**src/rtl/skm_pkg.sv**
```systemverilog
// Shared types and constants for the steering kickout monitor.
// No dependencies; used by the top level and its checker.
package skm_pkg;

    // Port widths
    localparam int IN_TDATA_W  = 104;
    localparam int OUT_TDATA_W = 24;
    localparam int CFG_ADDR_W  = 3;
    localparam int CFG_DATA_W  = 16;

    // Configuration register indexes
    typedef enum logic [CFG_ADDR_W-1:0] {
        CFG_MOTOR_KIND = 3'd0,
        CFG_SENSOR_EN  = 3'd1,
        CFG_PULSE_MAX  = 3'd2,
        CFG_CUR_THRESH = 3'd3,
        CFG_SPIKE_MS   = 3'd4
    } t_cfg_addr;

    typedef enum logic [1:0] {
        MK_PWM    = 2'd0,
        MK_CAN    = 2'd1,
        MK_SERIAL = 2'd2,
        MK_BUS    = 2'd3
    } t_motor_kind;

    typedef enum logic [2:0] {
        RSN_NONE      = 3'd0,
        RSN_ENCODER   = 3'd1,
        RSN_PRESSURE  = 3'd2,
        RSN_CURRENT   = 3'd3,
        RSN_SLIP      = 3'd4,
        RSN_CAN_SLIP  = 3'd5,
        RSN_CAN_ERROR = 3'd6,
        RSN_MOTION    = 3'd7
    } t_reason;

    // Sensor enable bit positions
    localparam int EN_ENC = 0;
    localparam int EN_PRS = 1;
    localparam int EN_CUR = 2;
    localparam int EN_MOT = 3;

    // Reset values of the configuration registers
    localparam t_motor_kind RST_MOTOR_KIND = MK_PWM;
    localparam logic [3:0]  RST_SENSOR_EN  = 4'd0;
    localparam logic [15:0] RST_PULSE_MAX  = 16'd3;
    localparam logic [7:0]  RST_CUR_THRESH = 8'd100;
    localparam logic [15:0] RST_SPIKE_MS   = 16'd1000;

    // Current scaling: code 255 equals 1680 ADC counts (ratio 112/17)
    localparam int CUR_FULL_COUNTS = 1680;
    localparam int CUR_FULL_CODE   = 255;
    localparam logic [14:0] CUR_MUL_112 = 15'd112;
    localparam logic [15:0] RECIP_17    = 16'd61681;   // ceil(2^20/17)
    localparam logic [10:0] RECIP_10    = 11'd1639;    // ceil(2^14/10)
    localparam logic [12:0] RECIP_7     = 13'd4682;    // ceil(2^15/7)
    localparam logic [10:0] RST_CUR_TRIP =
        11'(int'(RST_CUR_THRESH) * CUR_FULL_COUNTS / CUR_FULL_CODE);

    // Status frame header bytes summed into the checksum
    localparam int FRAME_SOURCE = 126;
    localparam int FRAME_PGN    = 8'hFA;
    localparam int FRAME_LEN    = 8;
    localparam logic [7:0] FRAME_BASE = 8'((FRAME_SOURCE + FRAME_PGN + FRAME_LEN) % 256);

    // Input request, last field in the lowest bits
    typedef struct packed {
        logic [1:0]         pad;
        logic [15:0]        motor_current_x32;
        logic               can_slip;
        logic [11:0]        current_sample;
        logic [7:0]         pressure_sample;
        logic               encoder_valid;
        logic signed [31:0] encoder_count;
        logic [31:0]        now_ms;
    } t_in_item;

    // Result, last field in the lowest bits
    typedef struct packed {
        logic       pad;
        logic [7:0] frame_checksum;
        logic [7:0] turn_sensor_value;
        logic       encoder_reset;
        logic       kickout_cleared;
        logic       kickout_started;
        t_reason    kickout_reason;
        logic       kickout_active;
    } t_out_item;

    // Trip level floor(thr * 1680 / 255) as thr * 112 / 17
    function automatic logic [10:0] cur_trip_level(input logic [7:0] thr);
        logic [14:0] scaled;
        logic [30:0] prod;
        scaled = 15'(thr) * CUR_MUL_112;
        prod   = 31'(scaled) * 31'(RECIP_17);
        return prod[30:20];
    endfunction

endpackage

```
**src/rtl/steer_kickout_monitor.sv**
```systemverilog
// Steering kickout monitor: top level, one pipeline of input and result registers.
// Depends on skm_pkg.
//
// Each request is one poll tick. It is registered, evaluated by one pass of compare and
// constant-scaling logic against the held readings and trip state, and the result is
// registered: an accepted tick goes through the input register and then the result register
// to the master side, and the block takes a new tick every cycle as long as the result
// register can drain. The trip level for the current sensor is scaled when current_threshold
// is written, so ticks may follow a configuration write on the next cycle. Configuration writes
// must only happen while no tick is in flight.
module steer_kickout_monitor (
    input  logic                           i_clk,
    input  logic                           i_rst_n,
    input  logic                           i_cfg_we,
    input  logic [skm_pkg::CFG_ADDR_W-1:0] i_cfg_addr,
    input  logic [skm_pkg::CFG_DATA_W-1:0] i_cfg_wdata,
    input  logic                           s_axis_tvalid,
    output logic                           s_axis_tready,
    // now_ms[31:0], encoder_count[63:32], encoder_valid[64], pressure_sample[72:65],
    // current_sample[84:73], can_slip[85], motor_current_x32[101:86], zero fill
    input  logic [skm_pkg::IN_TDATA_W-1:0] s_axis_tdata,
    output logic                           m_axis_tvalid,
    input  logic                           m_axis_tready,
    // kickout_active[0], kickout_reason[3:1], kickout_started[4], kickout_cleared[5],
    // encoder_reset[6], turn_sensor_value[14:7], frame_checksum[22:15], zero fill
    output logic [skm_pkg::OUT_TDATA_W-1:0] m_axis_tdata
);
    import skm_pkg::*;

    // Configuration registers
    t_motor_kind r_motor_kind;
    logic [3:0]  r_sensor_en;
    logic [15:0] r_pulse_max;
    logic [7:0]  r_cur_thresh;
    logic [10:0] r_cur_trip;
    logic [15:0] r_spike_ms;

    // Pipeline registers
    logic      r_s1_valid;
    t_in_item  r_s1_item;
    logic      r_out_valid;
    t_out_item r_out_item;
    logic      s1_adv;

    // Trip state
    logic [31:0] r_held_count;
    logic [7:0]  r_held_press;
    logic [11:0] r_held_cur;
    logic        r_tripped;
    t_reason     r_cause;
    logic        r_spike_run;
    logic [31:0] r_spike_start;

    logic [31:0] n_held_count;
    logic [7:0]  n_held_press;
    logic [11:0] n_held_cur;
    logic        n_tripped;
    t_reason     n_cause;
    logic        n_spike_run;
    logic [31:0] n_spike_start;
    t_out_item   n_out_item;

    // Evaluation signals
    logic        ext, en_enc, en_prs, en_cur, en_mot;
    logic [31:0] latched_count;
    logic [31:0] count_mag;
    logic        enc_over, prs_over, cur_high, mot_over;
    logic [21:0] trip_tenth_prod;
    logic [11:0] cur_limit;
    logic [31:0] spike_elapsed;
    logic        tmr_run, tmr_res;
    logic [31:0] tmr_start;
    logic        cur_eval, still, started, cleared;
    t_reason     cause_try;
    logic [16:0] cur_x17;
    logic [25:0] cur_code_prod;
    logic [10:0] cur_code;
    logic [7:0]  cur_tsv;
    logic [7:0]  tsv;

    // Configuration writes
    always_ff @(posedge i_clk) begin
        if (!i_rst_n) begin
            r_motor_kind <= RST_MOTOR_KIND;
            r_sensor_en  <= RST_SENSOR_EN;
            r_pulse_max  <= RST_PULSE_MAX;
            r_cur_thresh <= RST_CUR_THRESH;
            r_cur_trip   <= RST_CUR_TRIP;
            r_spike_ms   <= RST_SPIKE_MS;
        end else if (i_cfg_we) begin
            unique case (t_cfg_addr'(i_cfg_addr))
                CFG_MOTOR_KIND: r_motor_kind <= t_motor_kind'(i_cfg_wdata[1:0]);
                CFG_SENSOR_EN:  r_sensor_en  <= i_cfg_wdata[3:0];
                CFG_PULSE_MAX:  r_pulse_max  <= i_cfg_wdata;
                CFG_CUR_THRESH: begin
                    r_cur_thresh <= i_cfg_wdata[7:0];
                    r_cur_trip   <= cur_trip_level(i_cfg_wdata[7:0]);
                end
                CFG_SPIKE_MS:   r_spike_ms   <= i_cfg_wdata;
                default: ;
            endcase
        end
    end

    // Handshake: stage 1 moves on when the result register is free or draining
    assign s1_adv        = r_s1_valid && (!r_out_valid || m_axis_tready);
    assign s_axis_tready = !r_s1_valid || s1_adv;
    assign m_axis_tvalid = r_out_valid;
    assign m_axis_tdata  = r_out_item;

    always_ff @(posedge i_clk) begin
        if (!i_rst_n) begin
            r_s1_valid  <= 1'b0;
            r_out_valid <= 1'b0;
        end else begin
            if (s_axis_tready) begin
                r_s1_valid <= s_axis_tvalid;
            end
            if (!r_out_valid || m_axis_tready) begin
                r_out_valid <= r_s1_valid;
            end
        end
    end

    always_ff @(posedge i_clk) begin
        if (s_axis_tvalid && s_axis_tready) begin
            r_s1_item <= t_in_item'(s_axis_tdata);
        end
        if (s1_adv) begin
            r_out_item <= n_out_item;
        end
    end

    // Trip state advances with each evaluated tick
    always_ff @(posedge i_clk) begin
        if (!i_rst_n) begin
            r_held_count  <= '0;
            r_held_press  <= '0;
            r_held_cur    <= '0;
            r_tripped     <= 1'b0;
            r_cause       <= RSN_NONE;
            r_spike_run   <= 1'b0;
            r_spike_start <= '0;
        end else if (s1_adv) begin
            r_held_count  <= n_held_count;
            r_held_press  <= n_held_press;
            r_held_cur    <= n_held_cur;
            r_tripped     <= n_tripped;
            r_cause       <= n_cause;
            r_spike_run   <= n_spike_run;
            r_spike_start <= n_spike_start;
        end
    end

    // Latch readings and sensor compares
    always_comb begin
        ext    = (r_motor_kind == MK_PWM);
        en_enc = r_sensor_en[EN_ENC];
        en_prs = r_sensor_en[EN_PRS];
        en_cur = r_sensor_en[EN_CUR];
        en_mot = r_sensor_en[EN_MOT];

        latched_count = (ext && r_s1_item.encoder_valid) ?
                        32'(r_s1_item.encoder_count) : r_held_count;
        n_held_press  = (r_motor_kind != MK_CAN) ? r_s1_item.pressure_sample : r_held_press;
        n_held_cur    = (r_motor_kind != MK_CAN) ? r_s1_item.current_sample : r_held_cur;

        count_mag = latched_count[31] ? (32'd0 - latched_count) : latched_count;
        enc_over  = count_mag > 32'(r_pulse_max);
        prs_over  = n_held_press > r_pulse_max[7:0];

        // limit = T + floor(T / 10)
        trip_tenth_prod = 22'(r_cur_trip) * 22'(RECIP_10);
        cur_limit       = 12'(r_cur_trip) + 12'(trip_tenth_prod[21:14]);
        cur_high        = n_held_cur > cur_limit;

        mot_over = (r_motor_kind == MK_CAN) &&
                   (r_s1_item.can_slip || (r_s1_item.motor_current_x32 > 16'(r_cur_thresh)));
    end

    // Current spike timer outcome, applied only when the current test is run
    always_comb begin
        spike_elapsed = r_s1_item.now_ms - r_spike_start;
        tmr_run   = 1'b0;
        tmr_res   = 1'b0;
        tmr_start = r_spike_start;
        if (cur_high) begin
            if (!r_spike_run) begin
                tmr_run   = 1'b1;
                tmr_start = r_s1_item.now_ms;
            end else if (spike_elapsed >= 32'(r_spike_ms)) begin
                tmr_res = 1'b1;
            end else begin
                tmr_run = 1'b1;
            end
        end
    end

    // Trip and clear decision
    always_comb begin
        n_tripped = r_tripped;
        n_cause   = r_cause;
        started   = 1'b0;
        cleared   = 1'b0;
        cur_eval  = 1'b0;
        still     = 1'b0;
        cause_try = RSN_NONE;
        if (!r_tripped) begin
            // Idle: trips in priority order
            priority if (ext && en_enc) begin
                cause_try = enc_over ? RSN_ENCODER : RSN_NONE;
            end else if (ext && en_mot && prs_over) begin
                cause_try = RSN_MOTION;
            end else if (ext && en_prs && !en_mot && prs_over) begin
                cause_try = RSN_PRESSURE;
            end else if (ext && en_cur) begin
                cur_eval  = 1'b1;
                cause_try = tmr_res ? RSN_CURRENT : RSN_NONE;
            end else if (mot_over) begin
                cause_try = RSN_CAN_SLIP;
            end else begin
                cause_try = RSN_NONE;
            end
            if (cause_try != RSN_NONE) begin
                n_tripped = 1'b1;
                n_cause   = cause_try;
                started   = 1'b1;
            end
        end else begin
            // Active: retest the cause that tripped
            unique case (r_cause)
                RSN_ENCODER:  still = ext && en_enc && enc_over;
                RSN_PRESSURE: still = ext && en_prs && !en_mot && prs_over;
                RSN_CURRENT: begin
                    cur_eval = ext && en_cur;
                    still    = cur_eval && tmr_res;
                end
                RSN_SLIP, RSN_CAN_SLIP, RSN_CAN_ERROR: still = mot_over;
                default: still = 1'b0;
            endcase
            if (!still) begin
                n_tripped = 1'b0;
                n_cause   = RSN_NONE;
                cleared   = 1'b1;
            end
        end

        n_spike_run   = cur_eval ? tmr_run : r_spike_run;
        n_spike_start = cur_eval ? tmr_start : r_spike_start;
        if (cleared) begin
            n_spike_run = 1'b0;
        end
        n_held_count = cleared ? 32'd0 : latched_count;
    end

    // Turn sensor byte and status frame from the state after the tick
    always_comb begin
        // held_current * 255 / 1680 as ((held * 17) >> 4) / 7
        cur_x17       = 17'(n_held_cur) * 17'd17;
        cur_code_prod = 26'(cur_x17[16:4]) * 26'(RECIP_7);
        cur_code      = cur_code_prod[25:15];
        cur_tsv       = (cur_code > 11'd255) ? 8'hFF : cur_code[7:0];

        if (en_enc) begin
            tsv = (!n_held_count[31] && (n_held_count > 32'd255)) ? 8'hFF : n_held_count[7:0];
        end else if (en_mot || en_prs) begin
            tsv = n_held_press;
        end else if (en_cur) begin
            tsv = cur_tsv;
        end else begin
            tsv = 8'd0;
        end

        n_out_item                   = '0;
        n_out_item.kickout_active    = n_tripped;
        n_out_item.kickout_reason    = n_cause;
        n_out_item.kickout_started   = started;
        n_out_item.kickout_cleared   = cleared;
        n_out_item.encoder_reset     = cleared;
        n_out_item.turn_sensor_value = tsv;
        n_out_item.frame_checksum    = tsv + FRAME_BASE;
    end

endmodule

```
**config.mk**
```make
export PLATFORM = sky130hd
export DESIGN_NAME = steer_kickout_monitor
export DESIGN_NICKNAME = d
export VERILOG_FILES = /design/src/rtl/skm_pkg.sv /design/src/rtl/steer_kickout_monitor.sv
export SDC_FILE = /design/constraint.sdc
export NUM_CORES = 1
export LEC_CHECK = 0
export BUFFER_PORTS_ARGS = -buffer_cell sky130_fd_sc_hd__buf_2
export CAP_MARGIN = 20
export CORE_MARGIN = 2
export CORE_UTILIZATION = 45
export DETAILED_ROUTE_END_ITERATION = 12
export MAX_ROUTING_LAYER = met4
export PLACE_DENSITY = 0.61
export SLEW_MARGIN = 25
export SYNTH_ARGS = -nofsm -noshare
export SYNTH_HDL_FRONTEND = slang
export SYNTH_SLANG_ARGS = --single-unit
```
**constraint.sdc**
```tcl
create_clock -name i_clk -period 19.4 [get_ports i_clk]
set_input_delay 1.94 -clock i_clk [delete_from_list [all_inputs] [get_ports i_clk]]
set_output_delay 1.94 -clock i_clk [all_outputs]
set_load 0.005 [all_outputs]
```
==> flow_metrics.tcl, run 1 <==
set metrics [dict create \
    pwr-share-seq 0.138 \
    sw_frac_of_total 0.453 \
    maxSlewViolCount 0 \
    hold_violations 0 \
    power_mw 4.64 \
    cts_num_sinks 265 \
    die_w_um 227 \
    ys_seq_elements 265 \
    slowest_delay_ns 0.59 \
    dp_cells 3116 \
    core_mm2 0.0492 \
    slew_headroom 0.397 \
    clock_skew_ns 0.0113 \
    ys_types 91 \
    path_max_fanout 12 \
    ctsHtreeMaxLevel 1 \
    synth_cells 2376 \
    critPathSlowestCell "fa_1" \
    setup_viol 0 \
    num-nets-final 3054 \
    clkTransAtPathRegs_ns 0.06 \
    drtIter0Drc 1015 \
    worst_slew_pin_slew_ns 0.905 \
    fin_ws_ns 9.86 \
    dieArea_mm2 0.0517 \
    p_int_mw 2.54 \
    clk_latency_ns 0.58 \
    required_ns 19.84 \
    async_flop_share 0 \
    cts-root-buf "clkbuf_16" \
    wl_per_cell_um 16.8 \
    crit_arrival_ns 9.98 \
    hpwl_um 41900 \
    first_global_vias 17300 \
    cap_violations 0 \
    port_buffers 150 \
    cp-end-kind "flip-flop" \
    drc 0 \
    post-place-ws_ns 9.31 \
    synth_area_per_cell_um2 9.45 \
    num_rows 81 \
    grt_start_max_net_pins 114 \
    crit_path_frequent_cell "fa_1" \
    dr_total_vias 17200 \
    place_area_mm2 0.0238 \
    grt_pass1_wl_um 86700 \
    hold_depth 2 \
    p_per_area_mw_per_mm2 187 \
    yosysWarningCount 0 \
    cpLargestDelayFamily "adder cells" \
    peakVddDrop_mv 0.152 \
    synth_seq_area_share 0.288 \
    use_met1 0.282 \
    fin_area_mm2 0.0248 \
    utilization 0.505 \
    cts_resized 0 \
    fmax_ghz 0.105 \
    switchingPower_mw 2.10 \
    layout_common_cells "ha_1 (339), inv_1 (300), nand2_1 (186), buf_2 (149), dfxtp_1 (148)" \
    cts_buffers 31 \
    crit_type "primary input to flip-flop" \
    start_util 0.457 \
    period_share 0.492 \
    use_met3 0.0259 \
    rr_worst_depth 32 \
    overflow 0 \
    grt.busiest_layer "met2" \
    status "completed" \
    whs_ns 0.465 \
    ios 154 \
    areaGrowthSynthToFinish_pct 10.5 \
    postCtsHoldBufs 0 \
    fin_cells 3180 \
    post_cts_buffers 0 \
    power_leakage_nw 11.3 \
    drive_gt1_frac 0.105 \
    combinationalPowerShare 0.735 \
    via_per_inst 5.42 \
    grt_use_met2 0.353 \
    wl_um 53400 \
    cts_buffer_depth 3 \
    hp-class "flip-flop to flip-flop" \
    rsz0062_at_grt "false" \
    ant_nets 0 \
    layout_min_cycle_time_ns 9.54 \
    syn-cell-area_mm2 0.0225 \
    drt_pass1_iterations 5 \
    synth_edf_count 117 \
    gp_congestion 0.922 \
    synth-main-ff-cell "dfxtp_1" \
    crit_path_start_kind "primary input" \
    die_h_um 227 \
    path_buf_inv 3 \
    clockPowerShare 0.128 \
    synthesis.nets 2944 \
    final_common_cell "ha_1" \
    grt_util_all_layers 0.214 \
    timing.setup.tns_ns 0 \
    antenna_found_initial 6 \
    crit_cells 29 \
    cts_tree "done" \
]
-- Yosys cell counts, types with 19 or more instances --
library cell,n,area [µm²]
a21oi_1,114,571
nand3_1,52,260
nor3b_1,19,143
o21ai_0,70,350
a21o_1,37,278
xnor2_1,65,569
xor2_1,35,307
o211ai_1,21,158
clkbuf_1,54,203
and3_1,19,119
mux2i_1,72,721
a21boi_0,38,285
ha_1,339,4240
nor2b_1,61,382
nand2_1,186,698
nor2_1,132,495
edfxtp_1,117,3510
o21a_1,23,173
nor3_1,45,225
mux2_2,24,270
nand4_1,31,194
fa_1,101,2020
dfxtp_1,148,2960
inv_1,301,1130
-- layer usage --
| layer | vias up | part of all wire |
|---|---|---|
| met4 | 0 | 0.023 |
| met3 | 79 | 0.048 |
| li1 | 8547 | - |
| met5 | - | 0 |
| met1 | 8205 | 0.47 |
| met2 | 415 | 0.46 |
-- worst reg2reg max path, delay by kind of cell (launching register included) --
kind / cells / cell delay, ns
flip-flops: 1 / 0.42
XOR/XNOR: 2 / 0.30
adder cells (fa/ha/maj): 8 / 3.31
AO/OA/AOI/OAI: 10 / 2.86
buffers and inverters: 4 / 0.26
AND/OR/NAND/NOR: 8 / 2.18
-- flip-flops by register name, summed over array words and instances, names as in the netlist, 8 cells and up --
register / cells
m_axis_tdata: 15
r_cur_thresh: 8
r_cur_trip: 11
r_held_count: 32
r_held_cur: 12
r_held_press: 8
r_pulse_max: 16
r_s1_item: 102
r_spike_ms: 16
r_spike_start: 32
-- path summary, 6_finish.rpt --
| path | start | end | slack (ns) |
|---|---|---|---|
| setup / recovery | i_cfg_wdata[0] | r_cur_trip[10] | 9.86 |
| hold / removal | r_pulse_max[15] | r_pulse_max[15] | 0.47 |
| setup reg to reg | r_cur_trip[7] | r_held_count[12] | 10.01 |
| hold reg to reg | r_pulse_max[15] | r_pulse_max[15] | 0.47 |
-- kinds of logic after synthesis --
| logic type | count (synthesis) | synth area share |
|---|---|---|
| XOR/XNOR | 100 | 0.0390 |
| other | 1 | 0.000167 |
| flip-flops | 265 | 0.288 |
| multiplexers | 96 | 0.0441 |
| adder cells (fa/ha/maj) | 440 | 0.279 |
| AND/OR/NAND/NOR | 637 | 0.142 |
| AO/OA/AOI/OAI | 452 | 0.141 |
| buffers and inverters | 385 | 0.0672 |
-- cell type report --
cell class | count | area (µm²)
inverter | 301 | 1130
antenna | 5 | 12.5
tap | 664 | 831
sequential | 265 | 6480
clock inverter | 22 | 238
clock buffer | 36 | 795
fill | 4565 | 24300
timing repair buffer | 161 | 852
multi-input combinational | 1726 | 14500
-- power groups by stage --
stage                     registers, mW  clock network (mW)  logic, mW
after CTS                         0.639               0.612       3.45
after global routing              0.643               0.632       4.03
after detailed placement          0.651                   0       3.41
after global placement            0.650                   0       3.29
after floorplan                   0.641                   0       2.68
final                             0.639               0.594       3.41
(Power assumes the default switching activity.)
==> inputs of run 2 (changes only) <==
- PLACE_DENSITY: 0.61 -> 0.64
- clock period: 19.4 -> 7.85 ns (I/O delays scaled with it)
==> flow_metrics.tcl, run 2 (synthesis results as in run 1) <==
set metrics [dict create \
    status "completed" \
    p_per_area_mw_per_mm2 503 \
    wl_per_cell_um 17.2 \
    hp-class "primary input to flip-flop" \
    hold_depth 1 \
    cts_tree "done" \
    whs_ns 0.362 \
    antenna_found_initial 3 \
    dieArea_mm2 0.0517 \
    cp-end-kind "flip-flop" \
    overflow 0 \
    path_max_fanout 5 \
    hold_end "r_s1_item[72]" \
    cts_num_sinks 265 \
    layout_min_cycle_time_ns 7.56 \
    hold_violations 0 \
    port_buffers 150 \
    areaGrowthSynthToFinish_pct 16.2 \
    postCtsHoldBufs 0 \
    hpwl_um 44200 \
    fin_ws_ns 0.293 \
    ant_nets 0 \
    drive_gt1_frac 0.171 \
    slew_headroom 0.345 \
    fmax_ghz 0.132 \
    final_common_cell "ha_1" \
    r2r-end "m_axis_tdata[22]" \
    ios 154 \
    period_share 0.963 \
    power_leakage_nw 12.0 \
    die_h_um 227 \
    crit_type "flip-flop to flip-flop" \
    cts_buffer_depth 3 \
    timing.setup.tns_ns 0 \
    min_from "s_axis_tdata[72]" \
    start_util 0.457 \
    num_rows 81 \
    maxSlewViolCount 0 \
    setup_viol 0 \
    layout_common_cells "ha_1 (328), inv_1 (293), nand2_1 (186), buf_2 (149), dfxtp_1 (141)" \
    wl_um 56400 \
    critPathSlowestCell "fa_1" \
    drtIter0Drc 929 \
    worst_slew_pin_slew_ns 0.983 \
    reg2reg_slack_ns 0.29 \
    crit_path_start_kind "flip-flop" \
    rsz0062_at_grt "true" \
    cpLargestDelayFamily "adder cells" \
    cts_buffers 31 \
    dr_total_vias 17700 \
    rr_worst_depth 35 \
    drt_pass1_iterations 7 \
    grt_start_max_net_pins 101 \
    regMostFlops "r_s1_item" \
    reg.largest.list "r_s1_item: 102 flops, r_held_count: 32 flops, r_spike_start: 32 flops" \
    ctsHtreeMaxLevel 1 \
    slowest_delay_ns 0.53 \
    clock_skew_ns 0.0190 \
    largest_reg_flops 102 \
    first_global_vias 17900 \
    required_ns 8.18 \
    reg2reg_from "r_cur_trip[6]" \
    core_mm2 0.0492 \
    path_buf_inv 5 \
    num-nets-final 3163 \
    clk_latency_ns 0.60 \
    cts-root-buf "clkbuf_16" \
    grt_util_all_layers 0.226 \
    die_w_um 227 \
    crit_arrival_ns 7.89 \
    post-place-ws_ns -0.285 \
    grt_pass1_wl_um 91000 \
    clkTransAtPathRegs_ns 0.07 \
    gp_congestion 0.923 \
    via_per_inst 5.39 \
    drc 0 \
    cap_violations 0 \
    peakVddDrop_mv 0.446 \
]
-- run 2: cell types whose count changed in the layout (fill, tap and decap cells not counted), moves of 7 or more --
cell | before | now
inv_1 | 300 | 293
ha_1 | 339 | 328
inv_2 | 0 | 8
a21oi_2 | 1 | 12
ha_4 | 0 | 9
o21ai_0 | 70 | 60
dfxtp_1 | 148 | 141
clkinv_1 | 10 | 1
buf_4 | 10 | 111
o21ai_1 | 2 | 9
a21oi_1 | 114 | 102
-- run 2: what timing repair did --
item / in CTS / in global routing
cloned: 0 / 2
pin swaps: 21 / 77
endpoints found under the hold margin: 0 / 0
resized for setup: 23 / 77
setup buffers: 4 / 13
endpoints found under the setup margin: 47 / 90
-- run 2: metal layers --
| layer | part of all wire | up-vias | track usage |
|---|---|---|---|
| li1 | - | 8764 | - |
| met4 | 0.021 | 0 | 0.0523 |
| met5 | 0 | - | - |
| met3 | 0.040 | 73 | 0.0245 |
| met2 | 0.47 | 364 | 0.375 |
| met1 | 0.47 | 8515 | 0.297 |
-- run 2: where the power goes --
| group | internal [mW] | switching, mW | leakage (nW) |
|---|---|---|---|
| Clock | 0.837 | 0.604 | 0.507 |
| Combinational | 4.93 | 5.19 | 9.11 |
| Sequential | 1.52 | 0.0614 | 2.34 |
-- run 2: metrics by stage --
step	power [mW]	utilization	cell area [µm²]	instances
floorplan	8.24	-	22500	2376
global placement	10.4	0.498	24500	3208
detailed placement	10.6	0.498	24500	3208
CTS	12.5	0.522	25600	3270
global route	14.7	0.531	26100	3287
finish	13.1	0.531	26100	3287
-- run 2: worst max path at each step --
stage | startpoint | depth (start not counted) | slack [ns] | endpoint
after detailed placement | i_cfg_wdata[1] | 30 | -0.28 | r_cur_trip[10]
after floorplan | r_motor_kind[1] | 34 | 0.04 | m_axis_tdata[15]
final | r_cur_trip[6] | 35 | 0.29 | m_axis_tdata[22]
after global routing | r_cur_trip[6] | 36 | -0.07 | m_axis_tdata[22]
after CTS | r_cur_trip[4] | 41 | 0.0006 | r_held_count[26]
after global placement | i_cfg_wdata[1] | 30 | -0.14 | r_cur_trip[10]
-- run 2: worst reg2reg max path: cells and delay by family, from the launching register on --
family / cells / cell delay [ns]
compound gates: 11 / 1.78
xor+xnor: 1 / 0.15
fa+ha+maj: 9 / 3.47
buf+inv: 5 / 0.29
flops: 1 / 0.36
simple gates: 9 / 1.26
-- run 2: area by class of cell --
cell class,count,area (µm²)
diodes,3,7.51
clock buffers,47,951
clock inverters,11,75.1
fillers,4415,23000
inverters,301,1130
multi-input cells,1726,14900
flip-flops and latches,265,6500
well taps,664,831
repair buffers,270,1750
